File: src/fpba_pkg.sv
// ============================================================================
// fpba_pkg
// Shared types, codes and widths of the fit-policy block allocator.
// ============================================================================
package fpba_pkg;

    // Payload field widths
    localparam int FUNC_W     = 1;
    localparam int LOAD_IDX_W = 4;
    localparam int AMOUNT_W   = 16;
    localparam int CHOSEN_W   = 4;

    // Configuration port widths
    localparam int POLICY_W    = 2;
    localparam int BCOUNT_W    = 5;
    localparam int CFG_IDX_W   = 1;
    localparam int CFG_DATA_W  = 5;

    // Parameter defaults
    localparam int BLOCKS_DEF     = 16;
    localparam int SIZE_WIDTH_DEF = 16;

    // Configuration reset values
    localparam logic [POLICY_W-1:0] POLICY_RST = 2'd0;
    localparam logic [BCOUNT_W-1:0] BCOUNT_RST = 5'd16;

    // Register indexes
    localparam logic [CFG_IDX_W-1:0] CFG_POLICY      = 1'b0;
    localparam logic [CFG_IDX_W-1:0] CFG_BLOCK_COUNT = 1'b1;

    // Placement rules
    localparam logic [POLICY_W-1:0] POL_FIRST = 2'd0;
    localparam logic [POLICY_W-1:0] POL_BEST  = 2'd1;
    localparam logic [POLICY_W-1:0] POL_WORST = 2'd2;

    // Item kinds
    localparam logic [FUNC_W-1:0] FUNC_LOAD    = 1'b0;
    localparam logic [FUNC_W-1:0] FUNC_REQUEST = 1'b1;

    // Controller states
    typedef enum logic [2:0] {
        ST_IDLE,
        ST_SCAN,
        ST_DRAIN,
        ST_WRITE,
        ST_DONE
    } state_t;

    // Controller to datapath commands
    typedef struct packed {
        logic capture;   // latch the accepted item, clear the search
        logic load_wr;   // write the load amount into the table
        logic rd_en;     // read one table entry for the search
        logic tbl_wr;    // write back the chosen entry when found
        logic out_load;  // move the result into the output register
    } cmd_t;

    // Datapath to controller status
    typedef struct packed {
        logic out_free;  // output register can take a result this cycle
    } status_t;

endpackage

File: src/fpba_if.sv
// ============================================================================
// fpba_if
// Valid/ready channels for allocator requests and results.
// ============================================================================
interface fpba_item_if import fpba_pkg::*; ();
    logic                  valid;
    logic                  ready;
    logic [FUNC_W-1:0]     func;
    logic [LOAD_IDX_W-1:0] load_index;
    logic [AMOUNT_W-1:0]   amount;
    logic                  final_request;

    modport source (output valid, output func, output load_index, output amount,
                    output final_request, input ready);
    modport sink   (input valid, input func, input load_index, input amount,
                    input final_request, output ready);
endinterface

interface fpba_result_if import fpba_pkg::*; ();
    logic                valid;
    logic                ready;
    logic                granted;
    logic [CHOSEN_W-1:0] chosen_block;
    logic                final_result;

    modport source (output valid, output granted, output chosen_block,
                    output final_result, input ready);
    modport sink   (input valid, input granted, input chosen_block,
                    input final_result, output ready);
endinterface

File: src/fpba_ctrl.sv
// ============================================================================
// fpba_ctrl
// Sequencer of the allocator: configuration registers, request handshake
// and the table scan counter.
// ============================================================================
module fpba_ctrl import fpba_pkg::*; #(
    parameter int BLOCKS = BLOCKS_DEF,
    localparam int IDX_W = (BLOCKS > 1) ? $clog2(BLOCKS) : 1
) (
    input  logic                  clk,
    input  logic                  rst_n,
    input  logic                  item_valid,
    input  logic [FUNC_W-1:0]     item_func,
    output logic                  item_ready,
    input  logic                  cfg_wr_en,
    input  logic [CFG_IDX_W-1:0]  cfg_index,
    input  logic [CFG_DATA_W-1:0] cfg_data,
    input  status_t               status,
    output cmd_t                  cmd,
    output logic [IDX_W-1:0]      rd_addr,
    output logic [POLICY_W-1:0]   policy
);

    localparam int CNT_W = $clog2(BLOCKS + 1);
    localparam int LW    = (CNT_W > BCOUNT_W) ? CNT_W : BCOUNT_W;

    logic [POLICY_W-1:0] policy_reg;
    logic [BCOUNT_W-1:0] bcount_reg;
    state_t              state_reg, state_next;
    logic [LW-1:0]       cnt_reg, cnt_next;
    logic [LW-1:0]       limit;

    // Write configuration registers
    always_ff @(posedge clk or negedge rst_n)
    begin
        if (!rst_n)
        begin
            policy_reg <= POLICY_RST;
            bcount_reg <= BCOUNT_RST;
        end
        else if (cfg_wr_en)
        begin
            case (cfg_index)
                CFG_POLICY:      policy_reg <= cfg_data[POLICY_W-1:0];
                CFG_BLOCK_COUNT: bcount_reg <= cfg_data[BCOUNT_W-1:0];
                default:         ;
            endcase
        end
    end

    // Saturate the search length at the table depth
    assign limit = (LW'(bcount_reg) > LW'(BLOCKS)) ? LW'(BLOCKS) : LW'(bcount_reg);

    // Hold state and scan counter
    always_ff @(posedge clk or negedge rst_n)
    begin
        if (!rst_n)
        begin
            state_reg <= ST_IDLE;
            cnt_reg   <= '0;
        end
        else
        begin
            state_reg <= state_next;
            cnt_reg   <= cnt_next;
        end
    end

    // Advance the sequence and issue commands
    always_comb
    begin
        state_next = state_reg;
        cnt_next   = cnt_reg;
        item_ready = 1'b0;
        cmd        = '0;
        case (state_reg)
            ST_IDLE:
            begin
                item_ready = 1'b1;
                if (item_valid)
                begin
                    cmd.capture = 1'b1;
                    if (item_func == FUNC_LOAD)
                    begin
                        cmd.load_wr = 1'b1;
                        state_next  = ST_DONE;
                    end
                    else if (limit == '0)
                    begin
                        state_next = ST_DONE;
                    end
                    else
                    begin
                        cnt_next   = '0;
                        state_next = ST_SCAN;
                    end
                end
            end
            ST_SCAN:
            begin
                cmd.rd_en = 1'b1;
                if (cnt_reg == limit - LW'(1))
                    state_next = ST_DRAIN;
                else
                    cnt_next = cnt_reg + LW'(1);
            end
            ST_DRAIN:
            begin
                state_next = ST_WRITE;
            end
            ST_WRITE:
            begin
                cmd.tbl_wr = 1'b1;
                state_next = ST_DONE;
            end
            ST_DONE:
            begin
                if (status.out_free)
                begin
                    cmd.out_load = 1'b1;
                    state_next   = ST_IDLE;
                end
            end
            default:
            begin
                state_next = ST_IDLE;
            end
        endcase
    end

    assign rd_addr = cnt_reg[IDX_W-1:0];
    assign policy  = policy_reg;

    // Scan address never leaves the searched range
    a_scan_in_range: assert property (@(posedge clk) disable iff (!rst_n)
        (state_reg == ST_SCAN) |-> (cnt_reg < limit))
        else $error("scan counter beyond search limit");

    // An accepted request closes the input until its result is queued
    a_one_in_flight: assert property (@(posedge clk) disable iff (!rst_n)
        (item_valid && item_ready) |=> !item_ready)
        else $error("second request accepted while busy");

endmodule

File: src/fpba_dp.sv
// ============================================================================
// fpba_dp
// Datapath of the allocator: free-size table, fit comparison, pick tracking
// and the result register.
// ============================================================================
module fpba_dp import fpba_pkg::*; #(
    parameter int BLOCKS     = BLOCKS_DEF,
    parameter int SIZE_WIDTH = SIZE_WIDTH_DEF,
    localparam int IDX_W     = (BLOCKS > 1) ? $clog2(BLOCKS) : 1
) (
    input  logic                  clk,
    input  logic                  rst_n,
    input  logic [FUNC_W-1:0]     item_func,
    input  logic [LOAD_IDX_W-1:0] item_load_index,
    input  logic [AMOUNT_W-1:0]   item_amount,
    input  logic                  item_final,
    input  cmd_t                  cmd,
    input  logic [IDX_W-1:0]      rd_addr,
    input  logic [POLICY_W-1:0]   policy,
    output status_t               status,
    fpba_result_if.source         result
);

    localparam int CMP_W = (SIZE_WIDTH > AMOUNT_W) ? SIZE_WIDTH : AMOUNT_W;

    logic [SIZE_WIDTH-1:0] mem [BLOCKS];
    logic [BLOCKS-1:0]     valid_reg;

    logic [FUNC_W-1:0]     func_reg;
    logic [LOAD_IDX_W-1:0] index_reg;
    logic [AMOUNT_W-1:0]   amount_reg;
    logic                  final_reg;

    logic [SIZE_WIDTH-1:0] rd_data_reg;
    logic [IDX_W-1:0]      rd_idx_reg;
    logic                  rd_vld_reg;

    logic                  found_reg;
    logic [IDX_W-1:0]      pick_reg;
    logic [SIZE_WIDTH-1:0] pick_size_reg;

    logic                  out_valid_reg;
    logic                  granted_reg;
    logic [CHOSEN_W-1:0]   chosen_reg;
    logic                  final_out_reg;

    logic                  load_ok;
    logic                  wr_en;
    logic [IDX_W-1:0]      wr_addr;
    logic [SIZE_WIDTH-1:0] wr_data;
    logic                  fits;
    logic                  better;

    // Select the table write: a load, or the write-back of a grant
    assign load_ok = (32'(item_load_index) < BLOCKS);
    assign wr_en   = (cmd.load_wr && load_ok) || (cmd.tbl_wr && found_reg);
    assign wr_addr = cmd.load_wr ? IDX_W'(item_load_index) : pick_reg;
    assign wr_data = cmd.load_wr ? SIZE_WIDTH'(item_amount)
                                 : pick_size_reg - SIZE_WIDTH'(amount_reg);

    // Table storage
    always_ff @(posedge clk)
    begin
        if (wr_en)
            mem[wr_addr] <= wr_data;
    end

    // Entry valid bits: an unwritten entry reads as zero
    always_ff @(posedge clk or negedge rst_n)
    begin
        if (!rst_n)
            valid_reg <= '0;
        else if (wr_en)
            valid_reg[wr_addr] <= 1'b1;
    end

    // Registered table read for the scan
    always_ff @(posedge clk)
    begin
        if (cmd.rd_en)
        begin
            rd_data_reg <= valid_reg[rd_addr] ? mem[rd_addr] : '0;
            rd_idx_reg  <= rd_addr;
        end
    end

    always_ff @(posedge clk or negedge rst_n)
    begin
        if (!rst_n)
            rd_vld_reg <= 1'b0;
        else
            rd_vld_reg <= cmd.rd_en;
    end

    // Latch the accepted request
    always_ff @(posedge clk)
    begin
        if (cmd.capture)
        begin
            func_reg   <= item_func;
            index_reg  <= item_load_index;
            amount_reg <= item_amount;
            final_reg  <= item_final;
        end
    end

    // Compare the returned entry against the request and the current pick
    assign fits = (CMP_W'(rd_data_reg) >= CMP_W'(amount_reg));
    always_comb
    begin
        case (policy)
            POL_BEST:  better = (rd_data_reg < pick_size_reg);
            POL_WORST: better = (rd_data_reg > pick_size_reg);
            default:   better = 1'b0;
        endcase
    end

    // Track the found flag; first fit keeps the lowest index
    always_ff @(posedge clk or negedge rst_n)
    begin
        if (!rst_n)
            found_reg <= 1'b0;
        else if (cmd.capture)
            found_reg <= 1'b0;
        else if (rd_vld_reg && fits)
            found_reg <= 1'b1;
    end

    always_ff @(posedge clk)
    begin
        if (rd_vld_reg && fits && (!found_reg || better))
        begin
            pick_reg      <= rd_idx_reg;
            pick_size_reg <= rd_data_reg;
        end
    end

    // Result register
    always_ff @(posedge clk or negedge rst_n)
    begin
        if (!rst_n)
            out_valid_reg <= 1'b0;
        else if (cmd.out_load)
            out_valid_reg <= 1'b1;
        else if (result.ready)
            out_valid_reg <= 1'b0;
    end

    always_ff @(posedge clk)
    begin
        if (cmd.out_load)
        begin
            granted_reg   <= (func_reg == FUNC_REQUEST) && found_reg;
            final_out_reg <= final_reg;
            if (func_reg == FUNC_LOAD)
                chosen_reg <= CHOSEN_W'(index_reg);
            else if (found_reg)
                chosen_reg <= CHOSEN_W'(pick_reg);
            else
                chosen_reg <= '0;
        end
    end

    assign status.out_free     = !out_valid_reg || result.ready;
    assign result.valid        = out_valid_reg;
    assign result.granted      = granted_reg;
    assign result.chosen_block = chosen_reg;
    assign result.final_result = final_out_reg;

    // A held pick always fits the request
    a_pick_fits: assert property (@(posedge clk) disable iff (!rst_n)
        (found_reg && func_reg == FUNC_REQUEST)
            |-> (CMP_W'(pick_size_reg) >= CMP_W'(amount_reg)))
        else $error("picked entry smaller than request");

    // A result appears only when the controller queues one
    a_out_from_load: assert property (@(posedge clk) disable iff (!rst_n)
        $rose(out_valid_reg) |-> $past(cmd.out_load))
        else $error("result valid without a queued result");

endmodule

File: src/fit_policy_block_allocator_core.sv
// ============================================================================
// fit_policy_block_allocator_core
// Free-size table with first, best and worst fit placement.
// ============================================================================
// A load request is accepted in ST_IDLE and goes to ST_DONE, where its
// result is queued; the block then returns to ST_IDLE for the next request.
// An allocation request passes through ST_SCAN, which reads min(block_count,
// BLOCKS) entries, then ST_DRAIN for the last read, ST_WRITE for the
// write-back and ST_DONE to queue the result. The table is a single memory
// read one entry per cycle. A refused request with a zero block count is
// handled like a load. Requests are handled one at a time; the output
// register lets a new request be accepted while the previous result waits,
// and a result that is still waiting when the next one is ready stalls the
// block.
module fit_policy_block_allocator_core import fpba_pkg::*; #(
    parameter int BLOCKS     = BLOCKS_DEF,
    parameter int SIZE_WIDTH = SIZE_WIDTH_DEF
) (
    input  logic                  clk,
    input  logic                  rst_n,
    fpba_item_if.sink             item,
    fpba_result_if.source         result,
    input  logic                  cfg_wr_en,
    input  logic [CFG_IDX_W-1:0]  cfg_index,
    input  logic [CFG_DATA_W-1:0] cfg_data
);

    localparam int IDX_W = (BLOCKS > 1) ? $clog2(BLOCKS) : 1;

    cmd_t                cmd;
    status_t             status;
    logic [IDX_W-1:0]    rd_addr;
    logic [POLICY_W-1:0] policy;

    // Sequencer
    fpba_ctrl #(
        .BLOCKS (BLOCKS)
    ) u_ctrl (
        .clk        (clk),
        .rst_n      (rst_n),
        .item_valid (item.valid),
        .item_func  (item.func),
        .item_ready (item.ready),
        .cfg_wr_en  (cfg_wr_en),
        .cfg_index  (cfg_index),
        .cfg_data   (cfg_data),
        .status     (status),
        .cmd        (cmd),
        .rd_addr    (rd_addr),
        .policy     (policy)
    );

    // Table and result datapath
    fpba_dp #(
        .BLOCKS     (BLOCKS),
        .SIZE_WIDTH (SIZE_WIDTH)
    ) u_dp (
        .clk             (clk),
        .rst_n           (rst_n),
        .item_func       (item.func),
        .item_load_index (item.load_index),
        .item_amount     (item.amount),
        .item_final      (item.final_request),
        .cmd             (cmd),
        .rd_addr         (rd_addr),
        .policy          (policy),
        .status          (status),
        .result          (result)
    );

endmodule

File: src/flat_wrapper.sv
// flat-port wrapper written by rule: the top's interface ports become plain ports
module fit_policy_block_allocator_core_flat import fpba_pkg::*;
#(
    parameter int BLOCKS     = BLOCKS_DEF,
    parameter int SIZE_WIDTH = SIZE_WIDTH_DEF
)
  (clk, rst_n, cfg_wr_en, cfg_index, cfg_data, item_valid, item_func, item_load_index, item_amount, item_final_request, item_ready, result_valid, result_granted, result_chosen_block, result_final_result, result_ready);
  fpba_item_if item_i ();
  fpba_result_if result_i ();
  input  logic clk;
  input  logic rst_n;
  input  logic cfg_wr_en;
  input  logic [CFG_IDX_W-1:0] cfg_index;
  input  logic [CFG_DATA_W-1:0] cfg_data;
  input wire logic [$bits(item_i.valid)-1:0] item_valid;
  input wire logic [$bits(item_i.func)-1:0] item_func;
  input wire logic [$bits(item_i.load_index)-1:0] item_load_index;
  input wire logic [$bits(item_i.amount)-1:0] item_amount;
  input wire logic [$bits(item_i.final_request)-1:0] item_final_request;
  output wire logic [$bits(item_i.ready)-1:0] item_ready;
  output wire logic [$bits(result_i.valid)-1:0] result_valid;
  output wire logic [$bits(result_i.granted)-1:0] result_granted;
  output wire logic [$bits(result_i.chosen_block)-1:0] result_chosen_block;
  output wire logic [$bits(result_i.final_result)-1:0] result_final_result;
  input wire logic [$bits(result_i.ready)-1:0] result_ready;
  assign item_i.valid = item_valid;
  assign item_i.func = item_func;
  assign item_i.load_index = item_load_index;
  assign item_i.amount = item_amount;
  assign item_i.final_request = item_final_request;
  assign item_ready = item_i.ready;
  assign result_valid = result_i.valid;
  assign result_granted = result_i.granted;
  assign result_chosen_block = result_i.chosen_block;
  assign result_final_result = result_i.final_result;
  assign result_i.ready = result_ready;
  fit_policy_block_allocator_core #(.BLOCKS(BLOCKS), .SIZE_WIDTH(SIZE_WIDTH)) u_core (.clk(clk), .rst_n(rst_n), .item(item_i), .result(result_i), .cfg_wr_en(cfg_wr_en), .cfg_index(cfg_index), .cfg_data(cfg_data));
endmodule
File: config.mk
export PLATFORM = sky130hd
export DESIGN_NAME = fit_policy_block_allocator_core_flat
export DESIGN_NICKNAME = d
export VERILOG_FILES = /design/src/fpba_pkg.sv /design/src/fpba_if.sv /design/src/fpba_ctrl.sv /design/src/fpba_dp.sv /design/src/fit_policy_block_allocator_core.sv /design/src/flat_wrapper.sv
export SDC_FILE = /design/constraint.sdc
export NUM_CORES = 1
export LEC_CHECK = 0
export ABC_CLOCK_PERIOD_IN_PS = 3600
export BUFFER_PORTS_ARGS = -buffer_cell sky130_fd_sc_hd__buf_2
export CAP_MARGIN = 0
export CORE_MARGIN = 2
export CORE_UTILIZATION = 40
export DETAILED_ROUTE_END_ITERATION = 6
export PLACE_DENSITY = 0.68
export SLEW_MARGIN = 40
export SYNTH_ARGS = -nofsm -noshare
export SYNTH_HDL_FRONTEND = slang
export SYNTH_SLANG_ARGS = --single-unit
File: constraint.sdc
create_clock -name clk -period 3.6 [get_ports clk]
set_clock_uncertainty 0.1 [all_clocks]
set_input_delay 0.36 -clock clk [delete_from_list [all_inputs] [get_ports clk]]
set_output_delay 0.36 -clock clk [all_outputs]
set_load 0.02 [all_outputs]
Yosys cells after proc, flatten, opt, wreduce, memory -nomap -nowiden

Memory sizes are Yosys's and may differ from the RTL's. A register that Yosys moved wholly into a read port is not among the register bits.
Index checks and enable logic that the tools add are counted.
W data, S select, Z words.

Add/sub/neg operators: 3
Bitwise operators: 2
Reductions and logical operators: 20
$lt $le $gt $ge: 7
Eq/ne operators: 13
Muxes and demuxes: 35

Operator list:

| operator              | count |
|---|---|
| $mux W5               | 5 |
| $ge A16 B16 Y1        | 1 |
| $gt A16 B16 Y1        | 1 |
| $lt A16 B16 Y1        | 1 |
| $mux W16              | 1 |
| $or A16 B16 Y16       | 1 |
| $sub A16 B16 Y16      | 1 |
| $mux W3               | 5 |
| $pmux W3 S5           | 1 |
| $mux W1               | 14 |
| $mux W4               | 3 |
| $lt A4 B5 Y1 const B  | 2 |
| $ne A2 B2 Y1 const B  | 5 |
| $pmux W5 S2           | 1 |
| $eq A3 B2 Y1 const B  | 2 |
| $reduce_bool A2 Y1    | 3 |
| $add A5 B1 Y5 const B | 1 |
| $eq A5 B5 Y1          | 1 |
| $gt A5 B5 Y1 const B  | 1 |
| $logic_and A1 B1 Y1   | 5 |
| $logic_not A5 Y1      | 1 |
| $reduce_and A5 Y1     | 1 |
| $sub A5 B1 Y5 const B | 1 |
| $bmux W1 S4           | 1 |
| 15 further kinds      | 21 |

Input bits: 33
Bits in writable memories: 256
Register bits after elaboration: 86
Memories: 1

Memories:

| memory          | words | bits a word | read ports | clocked after memory_dff | wr ports | line          | RTL |
|---|---|---|---|---|---|---|---|
| u_core.u_dp.mem | 16    | 16          | 1          | 1                        | 1        | fpba_dp.sv:26 | `logic [SIZE_WIDTH-1:0] mem [BLOCKS];` |

Longest topological paths before layout

Depth after elaboration: 9
Gate-level depth with buffers: 10
Mapped depth without buffers: 10

By module

From an unflattened synthesis, not the netlist that was laid out.

Cell total of the unflattened synthesis: 858
Area total of the unflattened synthesis: 15318.4 um^2

Modules (own cells, without submodules):

| module    | cells an instance | area each (um^2) | times used |
|---|---|---|---|
| fpba_dp   | 778               | 14406.3          | 1 |
| fpba_ctrl | 80                | 912.1            | 1 |

Least setup slack after synthesis

Ideal clock, no wire load.

Path kind: reg-to-reg
Start point: register u_core.u_dp.rd_data_reg[9] (read register of u_core.u_dp.mem)
End point: register u_core.u_dp.pick_reg[0], enable pin
Stages on the path, launching flop included: 8
Clock period less this slack: 3.324 ns
Setup slack: 0.276 ns
Arrival time: 2.815 ns
Setup time: 0.409 ns
Path through: edfxtp_1 ha_1 and4_1 a221oi_1 o21ai_1 mux2i_1 or3_1 a31oi_1

Cells in the longest elaborated chain, start to end: 4
Elaborated cells between the ends (all ways): 7
Those cells by class: order compare: 3; mux: 1; reduce/logical: 3

RTL lines:

| item                                             | line                           | RTL |
|---|---|---|
| start, declared                                  | fpba_dp.sv:34                  | `logic [SIZE_WIDTH-1:0] rd_data_reg;` |
| $gt A16 B16 Y1 or $lt A16 B16 Y1 (tied branches) | fpba_dp.sv:113, fpba_dp.sv:112 |  |
| $pmux W1 S2                                      | fpba_dp.sv:111                 | `case (policy)` |
| $logic_or A1 B1 Y1                               | fpba_dp.sv:131                 | `if (rd_vld_reg && fits && (!found_reg \|\| better))` |
| $logic_and A1 B1 Y1 (*)                          | fpba_dp.sv:131                 |  |
| end signal, assigned                             | fpba_dp.sv:133                 | `pick_reg <= rd_idx_reg;` |
| end, declared                                    | fpba_dp.sv:39                  | `logic [IDX_W-1:0] pick_reg;` |

Every way passes the cells marked *; elsewhere a longest branch is shown, timed or not.
A chain may end at the register's enable or synchronous reset.

Worst setup path after layout

Start point: register u_core.u_dp.amount_reg[1]
End point: memory u_core.u_dp.mem[11][15] (netlist bit), data pin

Cells in the longest elaborated chain, start to end: 2

RTL lines:

| item                              | line           | RTL |
|---|---|---|
| start, declared                   | fpba_dp.sv:31  | `logic [AMOUNT_W-1:0] amount_reg;` |
| start signal, assigned            | fpba_dp.sv:102 | `amount_reg <= item_amount;` |
| $sub A16 B16 Y16                  | fpba_dp.sv:59  | `: pick_size_reg - SIZE_WIDTH'(amount_reg);` |
| $mux W16                          | fpba_dp.sv:58  | `assign wr_data = cmd.load_wr ? SIZE_WIDTH'(item_amount)` |
| named net u_core.u_dp.wr_data[15] | fpba_dp.sv:50  | `logic [SIZE_WIDTH-1:0] wr_data;` |
| end, declared                     | fpba_dp.sv:26  |  |

The timed path passes the listed nets, and every way through them passes these cells.

==> results.ini <==
[critical_path]
cp-start-kind=flip-flop
rr_endpoint=u_core.u_dp.mem[11][15]$_DFFE_PP_
r2r_cells=9
cp.required_ns=3.73
cp.depth=9
setup.worst_path.start=u_core.u_dp.amount_reg[1]$_DFFE_PP_
cp_cell_sequence=inv_1, ha_1, nor2b_4, o31a_1, o31a_1, o21ai_2, o221ai_1, or4_1, nand3_1
end_kind=flip-flop
path_delay_family=simple AND/OR/NAND/NOR gates
critPathMaxFanout=16
endpoint=u_core.u_dp.mem[11][15]$_DFFE_PP_
r2r-start=u_core.u_dp.amount_reg[1]$_DFFE_PP_
cp_common_cell=o31a_1
worst-path-buf-inv=1
timing_worst_setup_path_type=reg2reg
critPathMaxStageDelay_ns=0.52
r2r_slack_ns=0.32
cp.arrival_ns=3.41
crit_path_top_delay_cell=nand3_1

[sta]
worstMarginPinSlew_ns=0.726
setup_violations=0
period_needed_ns=3.28
maxSlewViolCount=0
final.period_utilization_pct=91.2
finalSetupTns_ns=0
rsz0062_at_grt=false
fmaxAchievable_mhz=305
slew-limit-headroom_pct=51.5
finalHoldViolCount=0

[yosys]
yosysSeqAreaShare_pct=69.1
synth_nets=962
synthArstFlopShare_pct=9.50
synthCells=877
ys.flop_type=edfxtp_1
yosysUniqueCellTypes=61
synth_edf_count=324
yosysWarnings=0
synth.cell_area_sq_um=15300
synth-seq-cells=358
avgSynthCellArea_sq_um=17.5

[place]
io_buffers=40
dp_hpwl_microns=20400
place_congestion=0.812

[layout]
filler_cell_count=3154
seq_area_sq_um=10600
largest_register_ffs=256
nNetsFinal=1086
top_register=u_core.u_dp.mem
multi_input_comb_area_sq_um=4420
area_growth_pct=17.1
drive_above_1_share_pct=25.5

[clocking]
clock-root-buffer=clkbuf_16
clk_path_buf_depth=3
cts_tree=yes
clkTransAtPathRegs_ns=0.06
cts_hold_buf=27
cts.sinks=358
htreeDepth=2
cts_resized=0
clk-insertion-delay-late_ns=0.53
numCtsBuffers=38
post_cts.repair.setup_buffers=0

[global_routing]
grt_use_met3_pct=3.05
grt_use_met1_pct=23.3
grt_pass1_vias=8246
grt_pass1_wl_microns=49600
gr-max-usage-layer=met2
antenna_found_initial=0
use_met2_pct=27.5
track_usage_pct=16.8
grt_max_degree=38
gr-total-overflow=0

[hold_path]
hold_depth=3
hp-class=in2reg

[routing]
via_count=8188
post_drt_via_cell_ratio=5.33
drt_iter0_markers=720
ant_nets=0
finalWirelength_microns=32300
drcViolationCount=0
wl_per_cell_microns=21.0
drt_first_pass_iters=5

[power]
powerDensity_nw_per_um2=806
p_leak_nw=6.26
ir_drop_uv=401
power_mw=14.5

[floorplanning]
rows=71
die_w_microns=200
die_y_microns=200
fp.dieArea_sq_um=39900
initial_core_util_pct=40.7
core_area_sq_um=37700
pin_count=41

[status]
run_status=finished, final reports clean

[flow_run]
cap_viol_max_count=0

## worst min-delay path by stage
| stage | startpoint | end | slack [ns] |
|---|---|---|---|
| 2_1_floorplan | rst_n | u_core.u_ctrl.bcount_reg[0]$_DFFE_PN0P_ | -0.04 |
| 3_3_place_gp | u_core.u_dp.rd_idx_reg[0]$_DFFE_PP_ | u_core.u_dp.pick_reg[0]$_DFFE_PP_ | 0.30 |
| 6_report | result_ready | u_core.u_dp.result.valid$_DFFE_PN0P_ | 0.05 |
| 4_1_cts | item_func | u_core.u_dp.func_reg$_DFFE_PP_ | 0.0008 |
| 5_1_grt | result_ready | u_core.u_dp.result.valid$_DFFE_PN0P_ | 0.06 |
| 3_5_place_dp | rst_n | u_core.u_ctrl.bcount_reg[0]$_DFFE_PN0P_ | 0.25 |
## layer usage
layer | wire (microns) | share of wire, %
met1 | 14200 | 44
met4 | 648 | 2.0
met2 | 15600 | 48
met5 | 0 | 0
met3 | 1900 | 5.9
## worst reg2reg max path, delay by kind of cell (launching register included)
family / cells / cell delay [ns]
flip-flops: 1 / 0.41
AO/OA/AOI/OAI: 4 / 0.98
adder cells (fa/ha/maj): 1 / 0.23
buffers and inverters: 1 / 0.10
AND/OR/NAND/NOR: 3 / 1.15
## stage by stage
step	instances	utilization (%)	area (sq um)	hold slack, ns	worst slack (ns)
floorplan	877	-	15300	-0.0356	0.276
finish	1537	47.6	17900	0.0518	0.316
global placement	1443	43.6	16400	0.304	0.463
global route	1536	47.6	17900	0.0611	0.168
CTS	1535	47.6	17900	0.000798	0.363
detailed placement	1444	43.6	16400	0.249	0.388
## cells by family (layout without fill, tap and decap cells)
group | after synthesis | in the layout | synth area share (%)
flops | 358 | 358 | 69.1
mux | 93 | 93 | 13.0
xor+xnor | 17 | 17 | 0.972
other cells | 0 | 1 | 0
compound gates | 110 | 110 | 4.60
buf+inv | 80 | 228 | 2.36
fa+ha+maj | 52 | 52 | 4.30
simple gates | 167 | 167 | 5.68
## report_power, final
| group | internal, mW | switching, mW | total [mW] |
|---|---|---|---|
| sequential | 5.82 | 0.398 | 6.21 |
| combinational | 1.97 | 2.48 | 4.45 |
| clock | 2.24 | 1.55 | 3.79 |
## final cells by class
class	instances	share of cell area, %
clock inverters	14	0.935
clock buffers	50	5.78
repair buffers	113	4.89
well taps	511	3.57
flip-flops and latches	358	59.1
multi-input cells	439	24.7
diodes	1	0.0140
inverters	51	1.07
## cells in the final DEF (no fill, tap or decap), types with 3 or more instances in the layout
cell / n
nand4_1: 4
clkinv_2: 4
a31oi_2: 4
inv_1: 51
inv_6: 3
nand3_1: 14
nor2_2: 15
dlygate4sd3_1: 28
dfrtp_1: 30
o21ai_0: 28
clkbuf_8: 4
a22o_1: 4
bufinv_16: 3
and3_1: 4
mux4_2: 84
o21a_1: 7
nand2_1: 19
mux2_2: 6
edfxtp_1: 324
nor2b_1: 24
a21o_1: 3
nor3_1: 12
buf_4: 41
clkbuf_1: 8
xnor2_1: 8
a31oi_1: 4
buf_12: 3
nand2b_1: 9
o31a_1: 4
xor2_1: 9
o31ai_1: 4
buf_2: 40
clkbuf_16: 38
mux2i_1: 3
ha_1: 51
or2_1: 16
a21oi_1: 32
nor2_1: 33
## cell usage after synthesis (5+ instances only)
library cell / count / area share, %
nand3_1: 14 / 0.46
a21oi_1: 32 / 1.0
nor2b_1: 25 / 1.0
inv_1: 51 / 1.3
or2_1: 16 / 0.65
nand2_1: 19 / 0.47
ha_1: 51 / 4.2
dfrtp_1: 33 / 5.4
o21ai_0: 28 / 0.92
xnor2_1: 8 / 0.46
o21a_1: 7 / 0.34
mux2_2: 6 / 0.44
nor2_1: 49 / 1.2
buf_2: 10 / 0.33
nand2b_1: 9 / 0.37
mux4_2: 84 / 12
clkbuf_1: 9 / 0.22
a31oi_1: 5 / 0.20
nor3_1: 12 / 0.39
edfxtp_1: 324 / 64
buf_6: 5 / 0.37
xor2_1: 9 / 0.51
(Power assumes the default switching activity.)
